File: src/design/assert_macros.svh
// assertion macros shared by the lottery arbiter modules
`ifndef ASSERT_MACROS_SVH
`define ASSERT_MACROS_SVH

// same-cycle implication
`define LAB_ASSERT(name, clk, rst, ante, cons) \
   name: assert property (@(posedge clk) disable iff (rst) (ante) |-> (cons)) \
      else $error("assertion failed");

// next-cycle implication
`define LAB_ASSERT_NEXT(name, clk, rst, ante, cons) \
   name: assert property (@(posedge clk) disable iff (rst) (ante) |=> (cons)) \
      else $error("assertion failed");

`endif

File: src/design/lab_pkg.sv
// types and constants of the lottery arbiter with boost
package lab_pkg;

   localparam int NUM_SLOTS  = 64;
   localparam int SLOT_W     = (NUM_SLOTS > 1) ? $clog2(NUM_SLOTS) : 1;
   localparam int CNT_W      = $clog2(NUM_SLOTS + 1);
   localparam int OUT_SLOT_W = 6;
   localparam int TICKET_W   = 16;
   localparam int BOOST_W    = 32;
   localparam int RND_W      = 31;
   localparam int EFF_W      = TICKET_W + 1;
   localparam int TOT_W      = EFF_W + SLOT_W;
   localparam int MCNT_W     = $clog2(RND_W + 1);

   localparam logic [RND_W-1:0] LCG_MUL = 31'd1103515245;
   localparam logic [RND_W-1:0] LCG_ADD = 31'd12345;

   typedef enum logic [1:0] {
      OP_WRITE = 2'd0,
      OP_BOOST = 2'd1,
      OP_DRAW  = 2'd2,
      OP_NONE  = 2'd3
   } op_type;

   typedef enum logic [1:0] {
      ST_OK           = 2'd0,
      ST_ZERO_TICKETS = 2'd1,
      ST_NO_WINNER    = 2'd2
   } status_type;

   typedef enum logic [3:0] {
      S_IDLE,
      S_DISPATCH,
      S_BOOST,
      S_SUM,
      S_MUL,
      S_ADD,
      S_MOD,
      S_SCAN,
      S_RESP
   } state_type;

   typedef struct packed {
      logic                runnable;
      logic [TICKET_W-1:0] ticket;
      logic [BOOST_W-1:0]  boost;
   } entry_type;

   localparam entry_type ENTRY_RESET = '{runnable: 1'b0, ticket: TICKET_W'(1), boost: '0};

   typedef struct packed {
      logic              rd_en;
      logic [SLOT_W-1:0] rd_addr;
      logic              wr_en;
      logic [SLOT_W-1:0] wr_addr;
      entry_type         wr_data;
   } tbl_req_type;

endpackage

File: src/design/lab_table.sv
// slot table memory with per-entry valid bits
module lab_table (
   input  logic                 clock,
   input  logic                 reset,
   input  lab_pkg::tbl_req_type tbl,
   output lab_pkg::entry_type   rd_entry
);
   import lab_pkg::*;

   entry_type          mem [NUM_SLOTS];
   logic [NUM_SLOTS-1:0] valid_ff;
   entry_type          rd_data_ff;
   logic               rd_valid_ff;

   always_ff @(posedge clock) begin
      if (tbl.wr_en) begin
         mem[tbl.wr_addr] <= tbl.wr_data;
      end
      if (tbl.rd_en) begin
         rd_data_ff <= mem[tbl.rd_addr];
      end
   end

   always_ff @(posedge clock) begin
      if (reset) begin
         valid_ff    <= '0;
         rd_valid_ff <= 1'b0;
      end else begin
         if (tbl.wr_en) begin
            valid_ff[tbl.wr_addr] <= 1'b1;
         end
         if (tbl.rd_en) begin
            rd_valid_ff <= valid_ff[tbl.rd_addr];
         end
      end
   end

   // never-written entries read as their reset contents
   assign rd_entry = rd_valid_ff ? rd_data_ff : ENTRY_RESET;

endmodule

File: src/design/lab_mod.sv
// restoring modulo unit, one dividend bit per cycle
module lab_mod (
   input  logic                        clock,
   input  logic                        reset,
   input  logic                        start,
   input  logic [lab_pkg::RND_W-1:0]   dividend,
   input  logic [lab_pkg::TOT_W-1:0]   divisor,
   output logic                        done,
   output logic [lab_pkg::TOT_W-1:0]   remainder
);
   import lab_pkg::*;

   logic              busy_ff, busy_in;
   logic              done_ff, done_in;
   logic [MCNT_W-1:0] cnt_ff, cnt_in;
   logic [TOT_W-1:0]  rem_ff, rem_in;
   logic [TOT_W-1:0]  div_ff, div_in;
   logic [RND_W-1:0]  dvd_ff, dvd_in;
   logic [TOT_W:0]    trial;

   always_comb begin
      busy_in = busy_ff;
      done_in = 1'b0;
      cnt_in  = cnt_ff;
      rem_in  = rem_ff;
      div_in  = div_ff;
      dvd_in  = dvd_ff;
      trial   = {rem_ff, dvd_ff[RND_W-1]};
      if (start) begin
         busy_in = 1'b1;
         cnt_in  = '0;
         rem_in  = '0;
         div_in  = divisor;
         dvd_in  = dividend;
      end else if (busy_ff) begin
         if (trial >= {1'b0, div_ff}) begin
            rem_in = TOT_W'(trial - {1'b0, div_ff});
         end else begin
            rem_in = trial[TOT_W-1:0];
         end
         dvd_in = {dvd_ff[RND_W-2:0], 1'b0};
         cnt_in = cnt_ff + MCNT_W'(1);
         if (cnt_ff == MCNT_W'(RND_W - 1)) begin
            busy_in = 1'b0;
            done_in = 1'b1;
         end
      end
   end

   always_ff @(posedge clock) begin
      if (reset) begin
         busy_ff <= 1'b0;
         done_ff <= 1'b0;
         cnt_ff  <= '0;
      end else begin
         busy_ff <= busy_in;
         done_ff <= done_in;
         cnt_ff  <= cnt_in;
      end
   end

   always_ff @(posedge clock) begin
      rem_ff <= rem_in;
      div_ff <= div_in;
      dvd_ff <= dvd_in;
   end

   assign done      = done_ff;
   assign remainder = rem_ff;

`include "assert_macros.svh"

   `LAB_ASSERT(a_rem_below_div, clock, reset, busy_ff, rem_ff < div_ff)
   `LAB_ASSERT_NEXT(a_done_single, clock, reset, done_ff, !done_ff)
   `LAB_ASSERT(a_no_restart, clock, reset, start, !busy_ff)

endmodule

File: src/design/lottery_arbiter_with_boost_top.sv
// top level of the lottery arbiter with wake-up boost
//
// req channel: one command per transfer (write slot, add boost, draw winner).
// rsp channel: exactly one result per command, in command order.
// csr_we/csr_wdata load the random seed into the generator state;
// write it only while no command is in flight.
// One command is worked on at a time. Slot writes and unused opcodes go
// from dispatch to the response state; a boost add reads the slot there and
// writes it back in the boost state. A draw reads the slot table through its
// single read port twice, once to sum the tickets and once to find the
// winner, and runs a 31-step modulo; an empty draw ends after the first
// pass.
// Reset clears all runnable flags and boosts, sets every ticket count to one
// and the generator state to zero; it takes effect at once, no clearing pass.
// A finished result sits in the output register until the receiver takes it;
// a following command is accepted meanwhile and waits with its own result
// until the output register frees up.
module lottery_arbiter_with_boost_top (
   input  logic                           clock,
   input  logic                           reset,
   input  logic                           req_valid,
   output logic                           req_ready,
   input  logic [1:0]                     req_opcode,
   input  logic [5:0]                     req_slot,
   input  logic                           req_runnable,
   input  logic [lab_pkg::TICKET_W-1:0]   req_ticket_count,
   input  logic [lab_pkg::BOOST_W-1:0]    req_boost_amount,
   output logic                           rsp_valid,
   input  logic                           rsp_ready,
   output logic [lab_pkg::OUT_SLOT_W-1:0] rsp_winner_slot,
   output logic                           rsp_winner_found,
   output logic [1:0]                     rsp_status,
   input  logic                           csr_we,
   input  logic [lab_pkg::RND_W-1:0]      csr_wdata
);
   import lab_pkg::*;

   state_type             state_ff, state_in;
   op_type                op_ff;
   logic [5:0]            slot_ff;
   logic                  run_ff;
   logic [TICKET_W-1:0]   tick_ff;
   logic [BOOST_W-1:0]    boost_ff;

   logic [CNT_W-1:0]      idx_ff, idx_in;
   logic                  pend_ff, pend_in;
   logic [SLOT_W-1:0]     ret_idx_ff, ret_idx_in;
   logic [TOT_W-1:0]      acc_ff, acc_in;
   logic [TOT_W-1:0]      run_sum_ff, run_sum_in;
   logic [RND_W-1:0]      mul_ff, mul_in;
   logic [RND_W-1:0]      random_state_ff, random_state_in;

   logic [OUT_SLOT_W-1:0] res_slot_ff, res_slot_in;
   logic                  res_found_ff, res_found_in;
   status_type            res_status_ff, res_status_in;

   logic                  rsp_valid_ff, rsp_valid_in;
   logic [OUT_SLOT_W-1:0] rsp_slot_ff;
   logic                  rsp_found_ff;
   status_type            rsp_status_ff;
   logic                  rsp_load;

   tbl_req_type           tbl;
   entry_type             rd;
   logic                  mod_start;
   logic [RND_W-1:0]      mod_dividend;
   logic                  mod_done;
   logic [TOT_W-1:0]      pick;

   logic                  slot_ok;
   logic [EFF_W-1:0]      eff;
   logic [TOT_W-1:0]      run_next;
   logic                  issue;
   logic                  pass_done;
   logic                  hit;
   logic [BOOST_W:0]      boost_sum;

   lab_table u_table (
      .clock    (clock),
      .reset    (reset),
      .tbl      (tbl),
      .rd_entry (rd)
   );

   lab_mod u_mod (
      .clock     (clock),
      .reset     (reset),
      .start     (mod_start),
      .dividend  (mod_dividend),
      .divisor   (acc_ff),
      .done      (mod_done),
      .remainder (pick)
   );

   assign slot_ok   = 32'(slot_ff) < 32'(NUM_SLOTS);
   assign eff       = !rd.runnable ? '0 :
                      (rd.boost != '0) ? {rd.ticket, 1'b0} : {1'b0, rd.ticket};
   assign run_next  = run_sum_ff + TOT_W'(eff);
   assign issue     = idx_ff < CNT_W'(NUM_SLOTS);
   assign pass_done = (idx_ff == CNT_W'(NUM_SLOTS)) && !pend_ff;
   assign hit       = pend_ff && rd.runnable && (run_next > pick);
   assign boost_sum = {1'b0, rd.boost} + {1'b0, boost_ff};
   assign req_ready = (state_ff == S_IDLE);

   // next state
   always_comb begin
      state_in = state_ff;
      case (state_ff)
         S_IDLE: begin
            if (req_valid) state_in = S_DISPATCH;
         end
         S_DISPATCH: begin
            case (op_ff)
               OP_BOOST: state_in = slot_ok ? S_BOOST : S_RESP;
               OP_DRAW:  state_in = S_SUM;
               default:  state_in = S_RESP;
            endcase
         end
         S_BOOST: state_in = S_RESP;
         S_SUM: begin
            if (pass_done) state_in = (acc_ff == '0) ? S_RESP : S_MUL;
         end
         S_MUL: state_in = S_ADD;
         S_ADD: state_in = S_MOD;
         S_MOD: begin
            if (mod_done) state_in = S_SCAN;
         end
         S_SCAN: begin
            if (hit || pass_done) state_in = S_RESP;
         end
         S_RESP: begin
            if (!rsp_valid_ff || rsp_ready) state_in = S_IDLE;
         end
         default: state_in = S_IDLE;
      endcase
   end

   // datapath and table control
   always_comb begin
      tbl             = '0;
      idx_in          = idx_ff;
      pend_in         = 1'b0;
      ret_idx_in      = ret_idx_ff;
      acc_in          = acc_ff;
      run_sum_in      = run_sum_ff;
      mul_in          = mul_ff;
      random_state_in = random_state_ff;
      res_slot_in     = res_slot_ff;
      res_found_in    = res_found_ff;
      res_status_in   = res_status_ff;
      mod_start       = 1'b0;
      mod_dividend    = mul_ff + LCG_ADD;
      rsp_load        = 1'b0;
      case (state_ff)
         S_DISPATCH: begin
            res_slot_in   = '0;
            res_found_in  = 1'b0;
            res_status_in = ST_OK;
            idx_in        = '0;
            acc_in        = '0;
            run_sum_in    = '0;
            case (op_ff)
               OP_WRITE: begin
                  if (tick_ff == '0) begin
                     res_status_in = ST_ZERO_TICKETS;
                  end else if (slot_ok) begin
                     tbl.wr_en            = 1'b1;
                     tbl.wr_addr          = SLOT_W'(slot_ff);
                     tbl.wr_data.runnable = run_ff;
                     tbl.wr_data.ticket   = tick_ff;
                     tbl.wr_data.boost    = boost_ff;
                  end
               end
               OP_BOOST: begin
                  if (slot_ok) begin
                     tbl.rd_en   = 1'b1;
                     tbl.rd_addr = SLOT_W'(slot_ff);
                  end
               end
               default: ;
            endcase
         end
         S_BOOST: begin
            tbl.wr_en         = 1'b1;
            tbl.wr_addr       = SLOT_W'(slot_ff);
            tbl.wr_data       = rd;
            tbl.wr_data.boost = boost_sum[BOOST_W] ? '1 : boost_sum[BOOST_W-1:0];
         end
         S_SUM: begin
            if (issue) begin
               tbl.rd_en   = 1'b1;
               tbl.rd_addr = idx_ff[SLOT_W-1:0];
               idx_in      = idx_ff + CNT_W'(1);
               pend_in     = 1'b1;
            end
            if (pend_ff) begin
               acc_in = acc_ff + TOT_W'(eff);
            end
            if (pass_done) begin
               idx_in = '0;
               if (acc_ff == '0) res_status_in = ST_NO_WINNER;
            end
         end
         S_MUL: begin
            mul_in = random_state_ff * LCG_MUL;
         end
         S_ADD: begin
            random_state_in = mod_dividend;
            mod_start       = 1'b1;
         end
         S_SCAN: begin
            if (issue && !hit) begin
               tbl.rd_en   = 1'b1;
               tbl.rd_addr = idx_ff[SLOT_W-1:0];
               idx_in      = idx_ff + CNT_W'(1);
               pend_in     = 1'b1;
               ret_idx_in  = idx_ff[SLOT_W-1:0];
            end
            if (pend_ff) begin
               run_sum_in = run_next;
            end
            if (hit) begin
               res_slot_in  = OUT_SLOT_W'(ret_idx_ff);
               res_found_in = 1'b1;
               if (rd.boost != '0) begin
                  tbl.wr_en         = 1'b1;
                  tbl.wr_addr       = ret_idx_ff;
                  tbl.wr_data       = rd;
                  tbl.wr_data.boost = rd.boost - BOOST_W'(1);
               end
            end else if (pass_done) begin
               res_status_in = ST_NO_WINNER;
            end
         end
         S_RESP: begin
            rsp_load = !rsp_valid_ff || rsp_ready;
         end
         default: ;
      endcase
      if (state_ff == S_SUM && issue) begin
         ret_idx_in = idx_ff[SLOT_W-1:0];
      end
      rsp_valid_in = rsp_load || (rsp_valid_ff && !rsp_ready);
   end

   always_ff @(posedge clock) begin
      if (reset) begin
         state_ff        <= S_IDLE;
         idx_ff          <= '0;
         pend_ff         <= 1'b0;
         rsp_valid_ff    <= 1'b0;
         random_state_ff <= '0;
      end else begin
         state_ff     <= state_in;
         idx_ff       <= idx_in;
         pend_ff      <= pend_in;
         rsp_valid_ff <= rsp_valid_in;
         if (csr_we) begin
            random_state_ff <= csr_wdata;
         end else begin
            random_state_ff <= random_state_in;
         end
      end
   end

   always_ff @(posedge clock) begin
      if (req_valid && req_ready) begin
         op_ff    <= op_type'(req_opcode);
         slot_ff  <= req_slot;
         run_ff   <= req_runnable;
         tick_ff  <= req_ticket_count;
         boost_ff <= req_boost_amount;
      end
      ret_idx_ff    <= ret_idx_in;
      acc_ff        <= acc_in;
      run_sum_ff    <= run_sum_in;
      mul_ff        <= mul_in;
      res_slot_ff   <= res_slot_in;
      res_found_ff  <= res_found_in;
      res_status_ff <= res_status_in;
      if (rsp_load) begin
         rsp_slot_ff   <= res_slot_ff;
         rsp_found_ff  <= res_found_ff;
         rsp_status_ff <= res_status_ff;
      end
   end

   assign rsp_valid        = rsp_valid_ff;
   assign rsp_winner_slot  = rsp_slot_ff;
   assign rsp_winner_found = rsp_found_ff;
   assign rsp_status       = rsp_status_ff;

`include "assert_macros.svh"

   `LAB_ASSERT(a_wr_states, clock, reset, tbl.wr_en, (state_ff == S_DISPATCH || state_ff == S_BOOST || state_ff == S_SCAN))
   `LAB_ASSERT(a_mod_done_waiting, clock, reset, mod_done, state_ff == S_MOD)
   `LAB_ASSERT(a_rnd_hold, clock, reset, (!$past(reset) && !$past(csr_we) && $past(state_ff) != S_ADD), $stable(random_state_ff))

endmodule
File: config.mk
export PLATFORM = sky130hd
export DESIGN_NAME = lottery_arbiter_with_boost_top
export DESIGN_NICKNAME = d
export VERILOG_FILES = /design/src/design/lab_pkg.sv /design/src/design/lab_table.sv /design/src/design/lab_mod.sv /design/src/design/lottery_arbiter_with_boost_top.sv
export VERILOG_INCLUDE_DIRS = /design/src /design/src/design
export SDC_FILE = /design/constraint.sdc
export NUM_CORES = 2
export LEC_CHECK = 0
export ABC_AREA = 1
export BUFFER_PORTS_ARGS = -buffer_cell sky130_fd_sc_hd__buf_2
export CAP_MARGIN = 20
export CORE_UTILIZATION = 50
export DETAILED_ROUTE_END_ITERATION = 8
export PLACE_DENSITY = 0.71
export SYNTH_ARGS = -nofsm -noshare
export SYNTH_HDL_FRONTEND = slang
export SYNTH_SLANG_ARGS = --single-unit
File: constraint.sdc
create_clock -name clock -period 11.57 [get_ports clock]
set_input_delay 1.157 -clock clock [delete_from_list [all_inputs] [get_ports clock]]
set_output_delay 1.157 -clock clock [all_outputs]
set_load 0.05 [all_outputs]
# Word level (Yosys, flattened, before mapping)
# Memory sizes are Yosys's and may differ from the RTL's. A register that Yosys moved wholly into a read port is not among the register bits.
# Index checks and enable logic that the tools add are counted.
[word_totals]
word_cells = 170
in_bits = 93
ramBits = 3136
memories = 1
out_inout_bits = 11
regBits = 351
[mem_list]
columns = ["memory", "depth", "width", "read_ports", "rd_ports_with_merged_regs", "write_ports", "line", "rtl"]
rows = [
  ["u_table.mem", 64, 49, 1, 1, 1, "lab_table.sv:10", "entry_type mem [NUM_SLOTS];"],
]
[op_classes]
reduce_logical = 36
order_cmp = 6
n_mul = 1
eq_ne = 25
addsub = 8
mux = 63
bitwise_logic = 2
[ops]
columns = ["cell", "n"]
rows = [
  ["$mux W56", 4],
  ["$pmux W56 S3", 1],
  ["$mux W31", 4],
  ["$pmux W23 S2", 2],
  ["$mux W23", 3],
  ["$or A64 B64 Y64", 1],
  ["$mux W49", 1],
  ["$add A23 B17 Y23", 2],
  ["$mux W7", 6],
  ["$pmux W7 S3", 2],
  ["$pmux W4 S9", 1],
  ["$mux W17", 2],
  ["$add A32 B32 Y33", 1],
  ["$mux W32", 1],
  ["$reduce_bool A32 Y1", 1],
  ["$sub A32 B1 Y32 const B", 1],
  ["$add A31 B14 Y31 const B", 1],
  ["$mul A31 B31 Y31 const B", 1],
  ["$ge A24 B23 Y1", 1],
  ["$mux W4", 6],
  ["$mux W6", 4],
  ["$gt A23 B23 Y1", 1],
  ["$logic_not A23 Y1", 1],
  ["$sub A23 B23 Y23", 1],
  ["other kinds (38)", 92],
]

# Logic depth before layout (Yosys ltp)
[depth]
word_depth = 14
mapped_depth = 52
mapped_depth_nobuf = 48

# Cells and area by module
# A second synthesis with hierarchy kept.
[unflattened]
cells_unflattened = 13437
hier_area_um2 = 155041.2
[by_module_without_submodules]
columns = ["mod", "cells_per_inst", "n_inst", "seq_area_each_um2", "area_each_um2"]
rows = [
  ["lab_table", 10052, 1, 96943.0, 127641.2],
  ["lottery_arbiter_with_boost_top", 2680, 1, 5625.4, 22311.4],
  ["lab_mod", 705, 1, 2222.1, 5088.6],
]

# Worst setup path after synthesis
# Ideal clock, no wire load.
[synth_timing]
path_kind = "reg2reg"
startpoint = "register u_table.rd_valid_ff"
endpoint = "memory u_table.mem[0][13] in the netlist's numbering (data pin)"
setup_slack_ns = 1.224
path_stages_with_launch = 40
t_required_ns = 10.561
synth_period_minus_slack_ns = 10.346
path_buffers = 5
arrival_time_ns = 9.337
setup_time_ns = 1.009
cell_sequence = "dfxtp_1 -> buf_6 -> buf_6 -> buf_2 -> nand2_1 -> ha_1 -> nand2_1 -> nor2_2 -> nand2_1 -> nor2_4 -> nand2_2 -> nor2_4 -> nand2_4 -> clkbuf_1 -> a21oi_1 -> a21boi_0 -> ha_1 -> nand2_1 -> [... 4 more ...] -> o2111ai_1 -> nand3_1 -> xor2_1 -> inv_1 -> ha_1 -> nand2_1 -> nor2_1 -> nand2_1 -> nor2_1 -> nand2_1 -> nand3_1 -> nand2_1 -> nor2_1 -> inv_2 -> nor2_8 -> inv_2 -> clkbuf_1 -> o311ai_0"
[synth_rtl]
columns = ["element", "line", "rtl"]
rows = [
  ["from (decl)", "lab_table.sv:13", "logic rd_valid_ff;"],
  ["from (signal assigned)", "lab_table.sv:33", "rd_valid_ff <= valid_ff[tbl.rd_addr];"],
  ["to (decl)", "lab_table.sv:10", ""],
]

# Worst setup path after layout
[layout_timing]
startpoint = "register u_table.rd_valid_ff"
endpoint = "register, netlist name u_table.rd_data_ff[18]"
[layout_via]
elab_chain_len = 11
word_cells_on_any_way = 12
classes_between = "1 x add/sub; 1 x order compare; 5 x mux; 5 x reduce/logical"
[layout_rtl]
columns = ["element", "line", "rtl"]
rows = [
  ["$mux W49 (*)", "lab_table.sv:39", "assign rd_entry = rd_valid_ff ? rd_data_ff : ENTRY_RESET;"],
  ["$reduce_bool A32 Y1", "lottery_arbiter_with_boost_top.sv:97", "(rd.boost != '0) ? {rd.ticket, 1'b0} : {1'b0, rd.ticket};"],
  ["$mux W17", "lottery_arbiter_with_boost_top.sv:97", ""],
  ["$mux W17 (*)", "lottery_arbiter_with_boost_top.sv:96", "assign eff = !rd.runnable ? '0 :"],
  ["$add A23 B17 Y23 (*)", "lottery_arbiter_with_boost_top.sv:98", "assign run_next = run_sum_ff + TOT_W'(eff);"],
  ["via run_next[20]", "lottery_arbiter_with_boost_top.sv:72", "logic [TOT_W-1:0] run_next;"],
  ["$gt A23 B23 Y1 (*)", "lottery_arbiter_with_boost_top.sv:101", "assign hit = pend_ff && rd.runnable && (run_next > pick);"],
  ["$logic_and A1 B1 Y1 (*)", "lottery_arbiter_with_boost_top.sv:101", ""],
  ["$logic_not A1 Y1 (*)", "lottery_arbiter_with_boost_top.sv:212", "if (issue && !hit) begin"],
  ["$logic_and A1 B1 Y1 (*)", "lottery_arbiter_with_boost_top.sv:212", ""],
  ["$mux W7 (*)", "lottery_arbiter_with_boost_top.sv:212", ""],
  ["$pmux W7 S3 (*)", "lottery_arbiter_with_boost_top.sv:154", "case (state_ff)"],
]
# The timed path passes the listed nets; every way through them passes the cells marked *.
# A chain may end at the register's enable or synchronous reset.

==> impl_metrics.py <==
metrics = {
    "detailed_routing": {
        "drc": 0,
        "dr.pass1.iters": 8,
        "drt-initial-drc-count": 16400,
        "final_antenna_net_count": 0,
        "viasPerCell": 6.01,
        "totalWireLength_um": 481000,
        "wl_per_cell_um": 26.1,
        "vias": 111000,
    },
    "synth": {
        "synth_area_leader_cell": "edfxtp_1",
        "syn_nets": 14600,
        "synthCells": 14000,
        "synthTopCellsByArea": "edfxtp_1 65%, nand2_1 9.9%, nand3_1 8.2%, fa_1 2.3%, ha_1 2.3%",
        "synth_top_area_frac": 0.648,
        "synthFlopType": "edfxtp_1",
        "avgSynthCellArea_sq_um": 11.2,
        "ys_top_cells_by_count": "4,168 x nand2_1, 3,397 x edfxtp_1, 2,586 x nand3_1, 754 x inv_1, 438 x nor2_1",
        "syn_area_sq_um": 157000,
        "ys_async_sr_fraction": 0,
        "yosysSeqAreaShare": 0.665,
        "yosys_warnings": 0,
        "synth-edff-count": 3397,
        "synth_seq_cells": 3536,
        "synth.distinct_cells": 64,
        "synth_most_common_cell": "nand2_1",
    },
    "sta": {
        "slew_headroom": 0.180,
        "fmax_mhz": 104,
        "maxSlewViolCount": 0,
        "fin_crit_ns": 9.66,
        "rsz0062_at_grt": "no",
        "fin_tns_setup_ns": 0,
        "setup_ws_ns": 1.91,
        "skew_ns": 0.130,
        "post-route-period-util": 0.835,
        "finalSetupViolations": 0,
        "hold_viol_final": 0,
        "tightest_slew_ns": 1.23,
    },
    "placement": {
        "place_ws_ns": 2.18,
        "dpl.hpwl_um": 269000,
        "dp_cells": 17800,
        "portBuffers": 103,
        "routabilityCongestion": 0.951,
    },
    "power_and_ir_drop": {
        "power_density_nw_per_um2": 211,
        "internal_power_mw": 24.7,
        "switching_share": 0.332,
        "p_comb_frac": 0.261,
        "ir_worst_vdd_mv": 0.348,
        "power_frac_clock": 0.307,
        "p_switching_mw": 12.3,
        "power_mw": 36.9,
        "pwr-share-seq": 0.432,
        "leakagePower_nw": 65.4,
    },
    "layout": {
        "syn_to_final_growth_pct": 11.1,
        "final_cells": 18400,
        "nFillCells": 25100,
        "layout-drive-gt1-share": 0.0789,
        "layout.nets": 14600,
    },
    "setup_path": {
        "cpMostUsedCell": "nand2_1",
        "crit_path_end_kind": "flop",
        "cp.required_ns": 12.30,
        "critical_path_class": "reg -> reg",
        "reg2reg_slack_ns": 1.91,
        "cp-endpoint": "u_table.rd_data_ff[18]",
        "path_max_fanout": 132,
        "slowest_stage": "inv_8",
        "r2r_cells": 41,
        "startpoint_type": "flop",
        "worstReg2RegEnd": "u_table.rd_data_ff[18]",
        "r2r-start": "u_table.rd_valid_ff",
        "worst_path_largest_cell_delay_ns": 0.81,
        "startpoint": "u_table.rd_valid_ff",
        "cp.arrival_ns": 10.39,
    },
    "cts": {
        "clock_path_buffers": 4,
        "cts-root-buf": "clkbuf_16",
        "htreeDepth": 5,
        "hold_buffers": 0,
        "cts_tree": "yes",
        "clk_pin_slew_ns": 0.07,
        "postCtsSetupRepairBufs": 0,
        "clock-sinks": 3536,
        "clkLatencyLatePin_ns": 1.01,
        "cts-resized-gates": 0,
        "numCtsBuffers": 356,
    },
    "floorplan": {
        "rows": 205,
        "die_h_um": 563,
        "coreArea_sq_um": 313000,
        "io-pin-count": 104,
        "die_area_sq_um": 317000,
        "initial_core_util": 0.504,
        "die_w_um": 563,
    },
    "grt": {
        "grt_pass1_vias": 105000,
        "grt_first_pass_wirelength_um": 697000,
        "grt.overflow.total": 0,
        "grt_max_degree": 154,
        "grt_usage": 0.298,
        "antenna_found_initial": 18,
    },
    "flow_run": {
        "max_cap_viol_count": 0,
    },
    "min_path": {
        "worstHoldPathType": "in -> reg",
    },
    "run_status": {
        "status": "finished clean",
    },
}
-- power groups by stage --
| stage | clock network (mW) | registers, mW | logic, mW |
|---|---|---|---|
| 3_5_place_dp | 0 | 16.2 | 9.42 |
| 5_1_grt | 11.8 | 16.0 | 10.6 |
| 2_1_floorplan | 0 | 16.1 | 6.30 |
| 3_3_place_gp | 0 | 16.2 | 9.30 |
| 6_report | 11.3 | 16.0 | 9.63 |
| 4_1_cts | 11.4 | 15.9 | 9.51 |
-- logic make-up (layout without fill, tap and decap cells) --
logic type / Yosys count / in the layout / share of synthesized area
other: 0 / 10 / 0
AO/OA/AOI/OAI: 845 / 845 / 0.0348
adder cells (fa/ha/maj): 470 / 470 / 0.0460
XOR/XNOR: 148 / 148 / 0.00823
buffers and inverters: 1546 / 1814 / 0.0419
multiplexers: 1 / 1 / 0.0000715
flip-flops: 3536 / 3536 / 0.665
AND/OR/NAND/NOR: 7481 / 7481 / 0.204
-- sequential cells by signal, summed over array words and instances, names as in the netlist, 4 cells and up --
name / count
u_table.valid_ff: 64
u_mod.remainder: 23
res_slot_ff: 6
acc_ff: 23
state_ff: 4
random_state_ff: 31
u_table.rd_data_ff: 49
run_sum_ff: 23
slot_ff: 6
rsp_winner_slot: 6
u_mod.dvd_ff: 31
tick_ff: 16
idx_ff: 7
mul_ff: 31
u_table.mem: 3136
boost_ff: 32
ret_idx_ff: 6
u_mod.cnt_ff: 5
u_mod.div_ff: 23
-- critical path: cells and delay by family (launching register included) --
| kind | cells | cell delay, ns |
|---|---|---|
| DFF | 1 | 0.56 |
| adders and majority gates | 3 | 0.92 |
| xor gates and xnor gates | 1 | 0.22 |
| and+or+nand+nor | 27 | 4.33 |
| AOI/OAI and AO/OA | 6 | 1.42 |
| buffers and inverters | 4 | 1.69 |
-- how the worst min path moves through the flow --
stage	from	to	slack, ns	cells past startpoint
2_1_floorplan	res_status_ff[0]	rsp_status[0]	0.40	0
3_3_place_gp	res_found_ff	rsp_winner_found	0.42	0
3_5_place_dp	res_status_ff[0]	rsp_status[0]	0.41	0
4_1_cts	req_boost_amount[0]	boost_ff[0]	0.29	1
5_1_grt	req_boost_amount[0]	boost_ff[0]	0.30	1
6_report	req_boost_amount[0]	boost_ff[0]	0.33	1
-- cell type report --
class | count | area [sq um] | area share
Inverter | 786 | 3010 | 0.0172
Clock buffer | 441 | 9450 | 0.0540
Antenna cell | 10 | 25.0 | 0.000143
Timing Repair Buffer | 388 | 3650 | 0.0208
Sequential cell | 3536 | 105000 | 0.599
Multi-Input combinational cell | 8945 | 46900 | 0.268
Clock inverter | 199 | 1960 | 0.0112
Tap cell | 4140 | 5180 | 0.0296
-- routing by layer --
metal | routed length, um | share of wire | vias up | global-route usage
li1 | - | - | 48800 | -
met1 | 179000 | 0.37 | 53400 | 0.397
met2 | 215000 | 0.45 | 7321 | 0.459
met3 | 58600 | 0.12 | 1367 | 0.0655
met4 | 28600 | 0.059 | 18 | 0.160
met5 | 162 | 0.00034 | - | 0
-- stage by stage --
step | util | hold slack [ns] | instance area [sq um]
finish | 0.560 | 0.331 | 175000
global route | 0.560 | 0.304 | 175000
CTS | 0.560 | 0.291 | 175000
detailed placement | 0.523 | 0.409 | 164000
global placement | 0.523 | 0.422 | 163000
floorplan | - | 0.400 | 157000
-- layout by cell type, fill, tap and decap left out, types with 15 or more instances in the layout --
cell	n
buf_2	102
inv_2	29
nand2_1	4165
nor2_4	60
o22ai_4	19
inv_1	742
bufinv_16	22
clkinvlp_4	16
nor4_1	25
o21ai_0	182
buf_12	79
nor2_1	399
nand3b_1	23
ha_1	288
xor2_1	99
a31oi_1	37
a21boi_0	18
nand3_1	2581
o21ai_1	50
o211ai_2	49
o211ai_1	182
o22ai_1	16
xnor2_1	49
dfxtp_1	138
clkinv_1	70
or2_1	92
nand4_1	31
buf_4	207
o21a_1	15
clkbuf_1	71
nor3_1	46
or2_2	16
clkinv_2	61
a21oi_1	208
fa_1	182
clkbuf_16	363
edfxtp_1	3397
Power figures use the tool's default switching activity.
